<file path="src/blm_pkg.sv">
// Package for the battery level monitor: widths, codes, reset values and
// the command/status structs shared by controller and datapath.
// No dependencies.
package blm_pkg;

  localparam int RawW      = 12;
  localparam int LevelW    = 28;
  localparam int AlphaW    = 16;
  localparam int ThreshW   = 16;
  localparam int CountW    = 4;
  localparam int SumW      = 16;
  localparam int StatusW   = 3;
  localparam int CfgIdxW   = 3;
  localparam int CfgDataW  = 16;
  localparam int FracW     = 16;
  localparam int ThreshSh  = 12;
  localparam int DiffW     = LevelW + 1;
  localparam int ProdW     = DiffW + AlphaW + 1;
  localparam int DivSteps  = SumW + FracW;
  localparam int DivCntW   = $clog2(DivSteps);

  localparam int PrimeAttemptsDef = 10;

  localparam logic [AlphaW-1:0]  AlphaRst = AlphaW'(3277);
  localparam logic [RawW-1:0]    MinRst   = RawW'(565);
  localparam logic [RawW-1:0]    MaxRst   = RawW'(1692);
  localparam logic [ThreshW-1:0] LowRst   = ThreshW'(18952);
  localparam logic [ThreshW-1:0] CritRst  = ThreshW'(17147);
  localparam logic [RawW-1:0]    RawBad   = '1;

  typedef logic [RawW-1:0]     raw_t;
  typedef logic [LevelW-1:0]   level_t;
  typedef logic [CountW-1:0]   count_t;

  typedef enum logic [StatusW-1:0] {
    ST_UPDATED = 3'd0,
    ST_PRIMING = 3'd1,
    ST_PRIMED  = 3'd2,
    ST_INVALID = 3'd3,
    ST_RANGE   = 3'd4
  } status_t;

  typedef enum logic [CfgIdxW-1:0] {
    CFG_ALPHA = 3'd0,
    CFG_MIN   = 3'd1,
    CFG_MAX   = 3'd2,
    CFG_LOW   = 3'd3,
    CFG_CRIT  = 3'd4
  } cfg_idx_t;

  typedef enum logic [2:0] {
    S_IDLE,
    S_EVAL,
    S_DIV,
    S_MUL,
    S_ADD,
    S_DONE
  } state_t;

  typedef struct packed {
    logic accept;
    logic eval;
    logic div_step;
    logic mul;
    logic add;
    logic load_out;
  } ctrl_cmd_t;

  typedef struct packed {
    logic go_div;
    logic go_ema;
    logic div_last;
  } dp_stat_t;

endpackage

</file>
<file path="src/blm_in_if.sv">
// Input sample channel: valid/ready plus one ADC conversion per beat.
// Depends on blm_pkg.
interface blm_in_if;
  logic              valid;
  logic              ready;
  blm_pkg::raw_t     raw_sample;
  logic              conversion_ok;

  modport source (output valid, output raw_sample, output conversion_ok, input ready);
  modport sink   (input valid, input raw_sample, input conversion_ok, output ready);
endinterface

</file>
<file path="src/blm_out_if.sv">
// Result channel: valid/ready plus status, filtered level and flags per beat.
// Depends on blm_pkg.
interface blm_out_if;
  logic                         valid;
  logic                         ready;
  logic [blm_pkg::StatusW-1:0]  status;
  blm_pkg::level_t              filtered_level;
  logic                         low_flag;
  logic                         critical_flag;
  logic                         ready_res;

  modport source (output valid, output status, output filtered_level, output low_flag,
                  output critical_flag, output ready_res, input ready);
  modport sink   (input valid, input status, input filtered_level, input low_flag,
                  input critical_flag, input ready_res, output ready);
endinterface

</file>
<file path="src/blm_cfg_if.sv">
// Configuration write channel: valid/ready, register index and write data.
// Depends on blm_pkg.
interface blm_cfg_if;
  logic                          valid;
  logic                          ready;
  logic [blm_pkg::CfgIdxW-1:0]   index;
  logic [blm_pkg::CfgDataW-1:0]  data;

  modport source (output valid, output index, output data, input ready);
  modport sink   (input valid, input index, input data, output ready);
endinterface

</file>
<file path="src/blm_datapath.sv">
// Datapath: config registers, priming accumulators, restoring divider,
// filter update multiply/add and the result register. Depends on blm_pkg.
module blm_datapath #(
  parameter int PRIME_ATTEMPTS = blm_pkg::PrimeAttemptsDef
) (
  input  logic                          clk,
  input  logic                          rst_n,
  input  blm_pkg::ctrl_cmd_t            cmd,
  output blm_pkg::dp_stat_t             stat,
  input  blm_pkg::raw_t                 in_raw,
  input  logic                          in_ok,
  input  logic                          cfg_we,
  input  logic [blm_pkg::CfgIdxW-1:0]   cfg_idx,
  input  logic [blm_pkg::CfgDataW-1:0]  cfg_data,
  output logic [blm_pkg::StatusW-1:0]   out_status,
  output blm_pkg::level_t               out_level,
  output logic                          out_low,
  output logic                          out_crit,
  output logic                          out_primed
);

  localparam blm_pkg::count_t PrimeN = blm_pkg::CountW'(PRIME_ATTEMPTS);

  // configuration
  logic [blm_pkg::AlphaW-1:0]  alpha_r;
  blm_pkg::raw_t               min_r, max_r;
  logic [blm_pkg::ThreshW-1:0] low_r, crit_r;

  // block state
  blm_pkg::count_t             attempt_r, valid_r;
  logic [blm_pkg::SumW-1:0]    sum_r;
  blm_pkg::level_t             filt_r;
  logic                        primed_r;

  // per-item working registers
  blm_pkg::raw_t               raw_r;
  logic                        ok_r;
  blm_pkg::status_t            status_r;
  logic [blm_pkg::DivSteps-1:0] divq_r;
  logic [blm_pkg::CountW-1:0]  rem_r;
  logic [blm_pkg::DivCntW-1:0] divcnt_r;
  logic signed [blm_pkg::DiffW-1:0] diff_r;
  logic signed [blm_pkg::ProdW-1:0] prod_r;

  // result register
  blm_pkg::status_t            ostat_r;
  blm_pkg::level_t             olevel_r;
  logic                        olow_r, ocrit_r, oprimed_r;

  // item classification
  logic                        priming, last, invalid, out_rng;
  logic [blm_pkg::SumW-1:0]    sum_upd;
  blm_pkg::count_t             cnt_upd, att_upd;
  logic [blm_pkg::CountW:0]    rem_sh;
  logic                        ge;

  always_comb begin
    priming = attempt_r < PrimeN;
    sum_upd = sum_r + (ok_r ? blm_pkg::SumW'(raw_r) : '0);
    cnt_upd = valid_r + blm_pkg::CountW'(ok_r);
    att_upd = attempt_r + blm_pkg::CountW'(1);
    last    = att_upd >= PrimeN;
    invalid = !ok_r || (raw_r == '0) || (raw_r == blm_pkg::RawBad);
    out_rng = (raw_r < min_r) || (raw_r > max_r);
    stat.go_div   = priming && last && (cnt_upd != '0);
    stat.go_ema   = !priming && !invalid && !out_rng && primed_r;
    stat.div_last = divcnt_r == blm_pkg::DivCntW'(blm_pkg::DivSteps - 1);
    rem_sh = {rem_r, divq_r[blm_pkg::DivSteps-1]};
    ge     = rem_sh >= {1'b0, valid_r};
  end

  always_ff @(posedge clk) begin
    if (!rst_n) begin
      alpha_r <= blm_pkg::AlphaRst;
      min_r   <= blm_pkg::MinRst;
      max_r   <= blm_pkg::MaxRst;
      low_r   <= blm_pkg::LowRst;
      crit_r  <= blm_pkg::CritRst;
    end else if (cfg_we) begin
      unique case (cfg_idx)
        blm_pkg::CFG_ALPHA: alpha_r <= cfg_data;
        blm_pkg::CFG_MIN:   min_r   <= cfg_data[blm_pkg::RawW-1:0];
        blm_pkg::CFG_MAX:   max_r   <= cfg_data[blm_pkg::RawW-1:0];
        blm_pkg::CFG_LOW:   low_r   <= cfg_data;
        blm_pkg::CFG_CRIT:  crit_r  <= cfg_data;
        default: ;
      endcase
    end
  end

  always_ff @(posedge clk) begin
    if (!rst_n) begin
      attempt_r <= '0;
      valid_r   <= '0;
      sum_r     <= '0;
      filt_r    <= '0;
      primed_r  <= 1'b0;
    end else begin
      if (cmd.eval && priming) begin
        sum_r     <= sum_upd;
        valid_r   <= cnt_upd;
        attempt_r <= att_upd;
        if (last && (cnt_upd == '0)) begin
          filt_r   <= '0;
          primed_r <= 1'b0;
        end
      end else if (cmd.eval && !invalid && !out_rng && !primed_r) begin
        // unprimed: the sample replaces the level
        filt_r <= {raw_r, blm_pkg::FracW'(0)};
      end
      if (cmd.div_step && stat.div_last) begin
        filt_r   <= {divq_r[blm_pkg::LevelW-2:0], ge};
        primed_r <= 1'b1;
      end
      if (cmd.add) begin
        filt_r <= filt_r + prod_r[blm_pkg::LevelW+blm_pkg::FracW-1:blm_pkg::FracW];
      end
    end
  end

  always_ff @(posedge clk) begin
    if (cmd.accept) begin
      raw_r <= in_raw;
      ok_r  <= in_ok;
    end
    if (cmd.eval) begin
      priority if (priming) begin
        status_r <= last ? blm_pkg::ST_PRIMED : blm_pkg::ST_PRIMING;
      end else if (invalid) begin
        status_r <= blm_pkg::ST_INVALID;
      end else if (out_rng) begin
        status_r <= blm_pkg::ST_RANGE;
      end else begin
        status_r <= blm_pkg::ST_UPDATED;
      end
      divq_r   <= {sum_upd, blm_pkg::FracW'(0)};
      rem_r    <= '0;
      divcnt_r <= '0;
      diff_r   <= $signed({1'b0, raw_r, blm_pkg::FracW'(0)}) - $signed({1'b0, filt_r});
    end
    if (cmd.div_step) begin
      rem_r    <= ge ? blm_pkg::CountW'(rem_sh - {1'b0, valid_r})
                     : rem_sh[blm_pkg::CountW-1:0];
      divq_r   <= {divq_r[blm_pkg::DivSteps-2:0], ge};
      divcnt_r <= divcnt_r + blm_pkg::DivCntW'(1);
    end
    if (cmd.mul) begin
      prod_r <= diff_r * $signed({1'b0, alpha_r});
    end
    if (cmd.load_out) begin
      ostat_r   <= status_r;
      olevel_r  <= filt_r;
      olow_r    <= filt_r < {low_r, blm_pkg::ThreshSh'(0)};
      ocrit_r   <= filt_r < {crit_r, blm_pkg::ThreshSh'(0)};
      oprimed_r <= primed_r;
    end
  end

  assign out_status = ostat_r;
  assign out_level  = olevel_r;
  assign out_low    = olow_r;
  assign out_crit   = ocrit_r;
  assign out_primed = oprimed_r;

`ifndef NO_ASSERTIONS
  a_attempt_bound: assert property (@(posedge clk) disable iff (!rst_n)
    attempt_r <= PrimeN)
    else $error("attempt count ran past the priming length");
  a_primed_after_priming: assert property (@(posedge clk) disable iff (!rst_n)
    primed_r |-> attempt_r == PrimeN)
    else $error("primed while priming attempts remain");
  a_div_rem: assert property (@(posedge clk) disable iff (!rst_n)
    cmd.div_step |-> rem_r < valid_r)
    else $error("divider remainder not below divisor");
`endif

endmodule

</file>
<file path="src/blm_ctrl.sv">
// Controller: sequences accept, evaluate, divide or multiply/add, and
// result load; owns in_ready and out_valid. Depends on blm_pkg.
module blm_ctrl (
  input  logic                clk,
  input  logic                rst_n,
  input  logic                in_valid,
  output logic                in_ready,
  output logic                out_valid,
  input  logic                out_ready,
  input  blm_pkg::dp_stat_t   stat,
  output blm_pkg::ctrl_cmd_t  cmd
);

  blm_pkg::state_t state_r, state_nxt;
  logic            out_valid_r, out_valid_nxt;

  always_ff @(posedge clk) begin
    if (!rst_n) begin
      state_r     <= blm_pkg::S_IDLE;
      out_valid_r <= 1'b0;
    end else begin
      state_r     <= state_nxt;
      out_valid_r <= out_valid_nxt;
    end
  end

  always_comb begin
    state_nxt     = state_r;
    out_valid_nxt = out_valid_r && !out_ready;
    cmd           = '0;
    in_ready      = 1'b0;
    unique case (state_r)
      blm_pkg::S_IDLE: begin
        in_ready   = 1'b1;
        cmd.accept = in_valid;
        if (in_valid) state_nxt = blm_pkg::S_EVAL;
      end
      blm_pkg::S_EVAL: begin
        cmd.eval = 1'b1;
        priority if (stat.go_div) state_nxt = blm_pkg::S_DIV;
        else if (stat.go_ema)     state_nxt = blm_pkg::S_MUL;
        else                      state_nxt = blm_pkg::S_DONE;
      end
      blm_pkg::S_DIV: begin
        cmd.div_step = 1'b1;
        if (stat.div_last) state_nxt = blm_pkg::S_DONE;
      end
      blm_pkg::S_MUL: begin
        cmd.mul   = 1'b1;
        state_nxt = blm_pkg::S_ADD;
      end
      blm_pkg::S_ADD: begin
        cmd.add   = 1'b1;
        state_nxt = blm_pkg::S_DONE;
      end
      blm_pkg::S_DONE: begin
        // hold until the result register is free
        if (!out_valid_r || out_ready) begin
          cmd.load_out  = 1'b1;
          out_valid_nxt = 1'b1;
          state_nxt     = blm_pkg::S_IDLE;
        end
      end
      default: state_nxt = blm_pkg::S_IDLE;
    endcase
  end

  assign out_valid = out_valid_r;

`ifndef NO_ASSERTIONS
  a_accept_to_eval: assert property (@(posedge clk) disable iff (!rst_n)
    (in_valid && in_ready) |=> state_r == blm_pkg::S_EVAL)
    else $error("accepted beat not evaluated next cycle");
  a_div_ends: assert property (@(posedge clk) disable iff (!rst_n)
    (state_r == blm_pkg::S_DIV && stat.div_last) |=> state_r == blm_pkg::S_DONE)
    else $error("division did not end after its last step");
  a_result_from_done: assert property (@(posedge clk) disable iff (!rst_n)
    $rose(out_valid_r) |-> $past(state_r) == blm_pkg::S_DONE)
    else $error("result raised outside the done state");
`endif

endmodule

</file>
<file path="src/battery_level_monitor_unit.sv">
// Battery level monitor top level: wires the channels to controller and datapath.
// Depends on blm_pkg, blm_in_if, blm_out_if, blm_cfg_if, blm_ctrl, blm_datapath.
//
// Filters 12-bit battery ADC samples into a level in raw counts with 16
// fraction bits and raises low and critical flags against Q4 thresholds.
// One result beat leaves for every input beat. The first PRIME_ATTEMPTS beats
// prime the filter with the mean of the good conversions; after that each good,
// in-range sample moves the level by alpha_q16/65536 of the gap. An accepted beat
// passes the evaluate and done states on its way to the result register for a
// priming attempt, a rejected sample or a sample that replaces an unprimed level;
// a filter update adds multiply and add states (difference, one 29x17 multiply,
// add), and the final priming attempt with at least one good conversion adds the
// restoring divider, which makes one quotient bit per cycle over 32 bits. A result
// still waiting in the output register holds the next item in its done state
// until that beat is taken. in_bus.ready is high only while no item is in flight,
// so the next beat is taken the cycle after its predecessor's result lands in the
// output register, even if that result has not been taken yet. Configuration
// writes belong to idle periods; the block itself does not enforce this.
module battery_level_monitor_unit #(
  parameter int PRIME_ATTEMPTS = blm_pkg::PrimeAttemptsDef
) (
  input  logic     clk,
  input  logic     rst_n,
  blm_in_if.sink   in_bus,
  blm_out_if.source out_bus,
  blm_cfg_if.sink  cfg_bus
);

  blm_pkg::ctrl_cmd_t cmd;
  blm_pkg::dp_stat_t  stat;

  // config writes never stall
  assign cfg_bus.ready = 1'b1;

  blm_ctrl u_ctrl (
    .clk       (clk),
    .rst_n     (rst_n),
    .in_valid  (in_bus.valid),
    .in_ready  (in_bus.ready),
    .out_valid (out_bus.valid),
    .out_ready (out_bus.ready),
    .stat      (stat),
    .cmd       (cmd)
  );

  blm_datapath #(
    .PRIME_ATTEMPTS (PRIME_ATTEMPTS)
  ) u_dp (
    .clk        (clk),
    .rst_n      (rst_n),
    .cmd        (cmd),
    .stat       (stat),
    .in_raw     (in_bus.raw_sample),
    .in_ok      (in_bus.conversion_ok),
    .cfg_we     (cfg_bus.valid),
    .cfg_idx    (cfg_bus.index),
    .cfg_data   (cfg_bus.data),
    .out_status (out_bus.status),
    .out_level  (out_bus.filtered_level),
    .out_low    (out_bus.low_flag),
    .out_crit   (out_bus.critical_flag),
    .out_primed (out_bus.ready_res)
  );

endmodule
</file>
<file path="src/flat_wrapper.sv">
// flat-port wrapper written by rule: the top's interface ports become plain ports
module battery_level_monitor_unit_flat 
#(
  parameter int PRIME_ATTEMPTS = blm_pkg::PrimeAttemptsDef
)
  (clk, rst_n, in_bus_valid, in_bus_raw_sample, in_bus_conversion_ok, in_bus_ready, out_bus_valid, out_bus_status, out_bus_filtered_level, out_bus_low_flag, out_bus_critical_flag, out_bus_ready_res, out_bus_ready, cfg_bus_valid, cfg_bus_index, cfg_bus_data, cfg_bus_ready);
  blm_in_if in_bus_i ();
  blm_out_if out_bus_i ();
  blm_cfg_if cfg_bus_i ();
  input  logic clk;
  input  logic rst_n;
  input wire logic [$bits(in_bus_i.valid)-1:0] in_bus_valid;
  input wire logic [$bits(in_bus_i.raw_sample)-1:0] in_bus_raw_sample;
  input wire logic [$bits(in_bus_i.conversion_ok)-1:0] in_bus_conversion_ok;
  output wire logic [$bits(in_bus_i.ready)-1:0] in_bus_ready;
  output wire logic [$bits(out_bus_i.valid)-1:0] out_bus_valid;
  output wire logic [$bits(out_bus_i.status)-1:0] out_bus_status;
  output wire logic [$bits(out_bus_i.filtered_level)-1:0] out_bus_filtered_level;
  output wire logic [$bits(out_bus_i.low_flag)-1:0] out_bus_low_flag;
  output wire logic [$bits(out_bus_i.critical_flag)-1:0] out_bus_critical_flag;
  output wire logic [$bits(out_bus_i.ready_res)-1:0] out_bus_ready_res;
  input wire logic [$bits(out_bus_i.ready)-1:0] out_bus_ready;
  input wire logic [$bits(cfg_bus_i.valid)-1:0] cfg_bus_valid;
  input wire logic [$bits(cfg_bus_i.index)-1:0] cfg_bus_index;
  input wire logic [$bits(cfg_bus_i.data)-1:0] cfg_bus_data;
  output wire logic [$bits(cfg_bus_i.ready)-1:0] cfg_bus_ready;
  assign in_bus_i.valid = in_bus_valid;
  assign in_bus_i.raw_sample = in_bus_raw_sample;
  assign in_bus_i.conversion_ok = in_bus_conversion_ok;
  assign in_bus_ready = in_bus_i.ready;
  assign out_bus_valid = out_bus_i.valid;
  assign out_bus_status = out_bus_i.status;
  assign out_bus_filtered_level = out_bus_i.filtered_level;
  assign out_bus_low_flag = out_bus_i.low_flag;
  assign out_bus_critical_flag = out_bus_i.critical_flag;
  assign out_bus_ready_res = out_bus_i.ready_res;
  assign out_bus_i.ready = out_bus_ready;
  assign cfg_bus_i.valid = cfg_bus_valid;
  assign cfg_bus_i.index = cfg_bus_index;
  assign cfg_bus_i.data = cfg_bus_data;
  assign cfg_bus_ready = cfg_bus_i.ready;
  battery_level_monitor_unit #(.PRIME_ATTEMPTS(PRIME_ATTEMPTS)) u_core (.clk(clk), .rst_n(rst_n), .in_bus(in_bus_i), .out_bus(out_bus_i), .cfg_bus(cfg_bus_i));
endmodule
</file>
<file path="config.mk">
export PLATFORM = sky130hd
export DESIGN_NAME = battery_level_monitor_unit_flat
export DESIGN_NICKNAME = d
export VERILOG_FILES = /design/src/blm_pkg.sv /design/src/blm_in_if.sv /design/src/blm_out_if.sv /design/src/blm_cfg_if.sv /design/src/blm_datapath.sv /design/src/blm_ctrl.sv /design/src/battery_level_monitor_unit.sv /design/src/flat_wrapper.sv
export SDC_FILE = /design/constraint.sdc
export NUM_CORES = 2
export LEC_CHECK = 0
export BUFFER_PORTS_ARGS = -buffer_cell sky130_fd_sc_hd__buf_2
export CORE_ASPECT_RATIO = 0.5
export CORE_MARGIN = 2
export CORE_UTILIZATION = 60
export CTS_CLUSTER_DIAMETER = 30
export DETAILED_ROUTE_END_ITERATION = 10
export HOLD_SLACK_MARGIN = 0.1
export PLACE_DENSITY = 0.77
export SLEW_MARGIN = 40
export SYNTH_ARGS = -nofsm -noshare
export SYNTH_HDL_FRONTEND = slang
export SYNTH_SLANG_ARGS = --single-unit
</file>
<file path="constraint.sdc">
create_clock -name clk -period 13.7 [get_ports clk]
set_input_delay 0.685 -clock clk [delete_from_list [all_inputs] [get_ports clk]]
set_output_delay 0.685 -clock clk [all_outputs]
set_load 0.1 [all_outputs]
</file>
### Word-level counts from Yosys, hierarchy flattened

Cells that the tools add are included.

| storage, ports and cells | value |
|---|---|
| input bits | 37 |
| word-level logic and storage cells | 131 |
| register bits after elaboration | 293 |
| output and inout bits | 37 |

| cells by class | value |
|---|---|
| $lt $le $gt $ge | 7 |
| mux-type cells | 36 |
| multiply operators | 1 |
| eq/ne operators | 15 |
| reduce and logical (&&, ||, !) cells | 40 |
| $add $sub $neg | 7 |

Operators with widths:

| operator | count |
|---|---|
| $mux 28 | 5 |
| $mux 32 | 2 |
| $lt 28x28->1 | 2 |
| $mul 29x17->44 | 1 |
| $sub 28x28->29 | 1 |
| $add 28x28->28 | 1 |
| $mux 3 | 8 |
| $pmux 3 s6 | 1 |
| $add 16x12->16 | 1 |
| $reduce_and 2->1 | 7 |
| $mux 1 | 13 |
| $eq 12x12->1 const B | 1 |
| $eq 3x2->1 const B | 4 |
| $gt 12x12->1 | 1 |
| $logic_and 1x1->1 | 12 |
| $logic_not 12->1 | 1 |
| $lt 12x12->1 | 1 |
| $mux 12 | 1 |
| $mux 4 | 3 |
| $mux 5 | 2 |
| $eq 3x3->1 const B | 3 |
| $reduce_bool 4->1 | 2 |
| $logic_not 1->1 | 7 |
| $eq 3x1->1 const B | 2 |
| 16 further kinds | 24 |

### Depth between registers and ports, before layout

| logic depth | value |
|---|---|
| depth in word-level cells | 11 |
| gate-level depth with buffers | 24 |
| mapped depth without buffers | 23 |

### Hierarchy

From an unflattened synthesis, not the netlist that was laid out.

| unflattened totals | value |
|---|---|
| cell total of the unflattened synthesis | 3142 |
| area total of the unflattened synthesis | 29503.3 sq um |

By module, submodules not included:

| module | times used | cells an instance | area each (sq um) |
|---|---|---|---|
| blm_datapath | 1 | 3105 | 29181.7 |
| blm_ctrl | 1 | 35 | 310.3 |
| battery_level_monitor_unit | 1 | 2 | 11.3 |

### Least setup slack after synthesis

OpenSTA, ideal clock, no wires.

| timing | value |
|---|---|
| path type | reg2reg |
| start point | register u_core.u_dp.diff_r[5] (netlist name) |
| end point | register u_core.u_dp.prod_r[38] (netlist name), data pin |
| required time | 13438 ps |
| setup slack | 7537 ps |
| path buffers | 1 |
| arrival | 5901 ps |
| stages on the path, launching flop included | 23 |
| cells stage by stage | edfxtp_1 clkbuf_1 and2_1 fa_1 inv_1 fa_1 inv_1 fa_1 fa_1 fa_1 inv_1 fa_1 inv_1 ha_1 and3_1 and3_1 a22o_1 a21o_1 a221oi_1 o21bai_1 a21oi_1 o21ai_1 xor2_1 |

| between the ends | value |
|---|---|
| cells in the longest elaborated chain, start to end | 1 |

Ends and longest elaborated chain:

| element | line | text |
|---|---|---|
| from (decl) | blm_datapath.sv:42 | `logic signed [blm_pkg::DiffW-1:0] diff_r;` |
| from (signal assigned) | blm_datapath.sv:139 | `diff_r <= $signed({1'b0, raw_r, blm_pkg::FracW'(0)}) - $signed({1'b0, filt_r});` |
| $mul 29x17->44 | blm_datapath.sv:148 | `prod_r <= diff_r * $signed({1'b0, alpha_r});` |
| to (signal assigned) | blm_datapath.sv:148 |  |
| to (decl) | blm_datapath.sv:43 | `logic signed [blm_pkg::ProdW-1:0] prod_r;` |

Every way passes these cells.
A chain may end at the register's enable or synchronous reset.

### Worst setup path after layout

| timing | value |
|---|---|
| start point | register u_core.u_dp.alpha_r[3] (netlist name) |
| end point | register u_core.u_dp.prod_r[38] (netlist name), data pin |

| between the ends | value |
|---|---|
| cells in the longest elaborated chain, start to end | 1 |

Ends and longest elaborated chain:

| element | line | text |
|---|---|---|
| from (decl) | blm_datapath.sv:25 | `logic [blm_pkg::AlphaW-1:0] alpha_r;` |
| from (signal assigned) | blm_datapath.sv:74 | `alpha_r <= blm_pkg::AlphaRst;` |
| from (signal assigned) | blm_datapath.sv:81 | `blm_pkg::CFG_ALPHA: alpha_r <= cfg_data;` |
| $mul 29x17->44 | blm_datapath.sv:148 |  |

Every way passes these cells.

==> results.yml <==
synth:
  synth_seq_area_share: 0.237
  ys.flop_type: "edfxtp_1"
  synth_cell_types: 73
  syn_nets: 3880
  ys_ff_latch: 277
  synthesis.area_sq_um: 29600
  synthCells: 3188
  synth-async-reset-ratio: 0
  synth_area_per_cell_sq_um: 9.29
  synth-edff-count: 148
  yosys_warnings: 0
floorplanning:
  io_pins: 74
  die_w_um: 318
  dieArea_sq_um: 51200
  initial_core_util: 0.609
  core_area_sq_um: 48600
  rows: 57
  dieHeight_um: 161
cells_and_area:
  nets: 3894
  fin_cells: 3898
  final_common_cell: "inv_1"
  final_cell_mix: "inv_1, nand2_1, fa_1"
  layout-drive-gt1-share: 0.0683
  n_antenna_cell: 0
  n_fill_cell: 3753
  area_growth_pct: 9.54
cts:
  postCtsSetupRepairBufs: 0
  cts_made_buffers: 55
  holdBufCountCts: 0
  h-tree-depth: 2
  cts_root_buf: "clkbuf_16"
  clk_latency_ns: 0.58
  clock_path_buffers: 3
  cts.clk_slew.worst_paths_ns: 0.05
  cts_tree: "yes"
  ctsResizeCount: 0
  clock_sinks: 277
placed_design:
  gp_congestion: 0.915
  dp_hpwl_um: 55200
  dp_cells: 3793
  portBuffers: 72
drt:
  drtAntennaViolNets: 0
  drtIter0Drc: 2086
  drt-total-wl_um: 75500
  wl_per_cell_um: 19.4
  remaining_drc_errors: 0
  viasPerCell: 5.80
  vias: 22600
  dr.pass1.iters: 8
sta:
  rsz0062_at_grt: "no"
  min_period_over_period: 0.512
  max_freq_mhz: 143
  setup-violations-final: 0
  skew_ns: 0.0174
  maxSlewHeadroom: 0.405
  fin_crit_ns: 7.01
  slew_violations: 0
  hold_violations: 0
  tns_ns: 0
  worst_pin_slew_ns: 0.893
critical_path:
  crit_family: "adder cells"
  cp_max_fo: 22
  cp_slowest_cell: "dfxtp_1"
  crit_type: "flop to flop"
  critPathLaunchType: "flop"
  required_ns: 14.02
  worst_setup_path_end_kind: "flop"
  cp_common_cell: "fa_1"
  max_stage_delay_ns: 0.54
  arrival_ns: 7.33
  critPathBufInv: 4
  cp_cell_sequence: "buf_4 > nand2_1 > fa_1 > fa_1 > fa_1 > inv_1 > fa_1 > fa_1 > inv_1 > fa_1 > inv_1 > ha_1 > a211o_1 > a31oi_1 > o211a_1 > nor2_1 > a221oi_1 > o21bai_1 > a21oi_1 > o21ai_1 > xor2_1"
flow_run:
  drv_cap: 0
grt:
  grt_pass1_vias: 23200
  grt.total_usage: 0.305
  grt_start_max_net_pins: 47
  globalRouteOverflowTotal: 0
  antenna_found_initial: 1
  grt_first_pass_wirelength_um: 123000
status:
  status: "finished clean"
min_path:
  hold_path_class: "primary input to flop"
## layer usage
layer  track usage  share of wire
met2         0.488           0.45
met1         0.428           0.40
met4        0.0793          0.029
met5             0              0
met3        0.0609           0.12
## cell usage after synthesis (all sizes together), types with 3 or more instances
master | n | share of area
o31ai | 3 | 0.00076
o31a | 3 | 0.00089
nor2b | 16 | 0.0034
or3 | 6 | 0.0013
o211ai | 26 | 0.0066
or2 | 4 | 0.00085
a41oi | 3 | 0.00089
a21boi | 3 | 0.00076
a222oi | 13 | 0.0044
nor3 | 30 | 0.0052
o21bai | 7 | 0.0020
edfxtp | 148 | 0.15
a22oi | 5 | 0.0013
a21o | 48 | 0.012
inv | 603 | 0.076
dfxtp | 129 | 0.087
nor4 | 9 | 0.0024
a211o | 4 | 0.0012
nand4 | 15 | 0.0032
nor2 | 103 | 0.013
ha | 219 | 0.093
nand3 | 26 | 0.0044
a2111oi | 3 | 0.00093
a21oi | 150 | 0.025
or4 | 5 | 0.0014
xnor2 | 75 | 0.022
nor3b | 3 | 0.00076
a31oi | 15 | 0.0032
fa | 436 | 0.29
nand2 | 494 | 0.063
a22o | 3 | 0.00089
o22ai | 3 | 0.00063
and2 | 217 | 0.046
xor2 | 34 | 0.010
nand3b | 6 | 0.0015
buf | 9 | 0.0015
clkbuf | 128 | 0.016
and3 | 32 | 0.0068
a211oi | 17 | 0.0043
o21a | 24 | 0.0061
nand2b | 13 | 0.0027
a221oi | 5 | 0.0015
o21ai | 67 | 0.011
## layout make-up
type / instances / area, sq um / share of cell area
Inverter: 604 / 2270 / 0.0699
Multi-Input combinational cell: 2170 / 19800 / 0.611
Sequential cell: 277 / 7030 / 0.217
Clock inverter: 44 / 542 / 0.0167
Tap cell: 649 / 812 / 0.0250
Timing Repair Buffer: 94 / 537 / 0.0166
Clock buffer: 60 / 1430 / 0.0440
## cells by family (layout without fill, tap and decap cells)
family,count (synthesis),count (layout),share of synthesized area
other cells,1,1,0.000127
compound gates,417,417,0.0901
xor+xnor,109,109,0.0322
buf+inv,741,802,0.0943
mux,3,3,0.00110
fa+ha+maj,655,655,0.387
simple gates,985,985,0.157
flops,277,277,0.237
## final timing paths
check / startpoint / endpoint / slack [ns] / depth (start not counted)
hold / removal: in_bus_raw_sample[9] / u_core.u_dp.raw_r[9] / 0.28 / 1
setup / recovery: u_core.u_dp.alpha_r[3] / u_core.u_dp.prod_r[38] / 6.69 / 21
hold reg to reg: u_core.u_dp.status_r[2] / u_core.u_dp.out_status[2] / 0.44 / 0
setup reg to reg: u_core.u_dp.alpha_r[3] / u_core.u_dp.prod_r[38] / 6.69 / 21
## registers in the layout, summed over array words and instances, names as in the netlist, 3 cells and up
name                    flops
u_core.u_dp.divq_r         32
u_core.u_dp.diff_r         29
u_core.u_dp.filt_r         28
u_core.u_dp.out_level      28
u_core.u_dp.prod_r         28
u_core.u_dp.alpha_r        16
u_core.u_dp.crit_r         16
u_core.u_dp.low_r          16
u_core.u_dp.sum_r          16
u_core.u_dp.max_r          12
u_core.u_dp.min_r          12
u_core.u_dp.raw_r          12
u_core.u_dp.divcnt_r        5
u_core.u_dp.attempt_r       4
u_core.u_dp.rem_r           4
u_core.u_dp.valid_r         4
u_core.u_ctrl.state_r       3
u_core.u_dp.out_status      3
u_core.u_dp.status_r        3
## metrics by stage
step / hold WS (ns) / setup WS, ns / cell area, sq um / utilization
final: 0.284 / 6.69 / 32400 / 0.667
after global routing: 0.275 / 6.43 / 32400 / 0.667
after CTS: 0.267 / 6.77 / 32400 / 0.667
after detailed placement: 0.431 / 6.81 / 30500 / 0.626
after global placement: 0.405 / 6.82 / 30400 / 0.625
after floorplan: 0.400 / 7.54 / 29600 / -
Power is not shown: default switching activity piles up to over one toggle a cycle in this logic, so the estimate is an artifact.
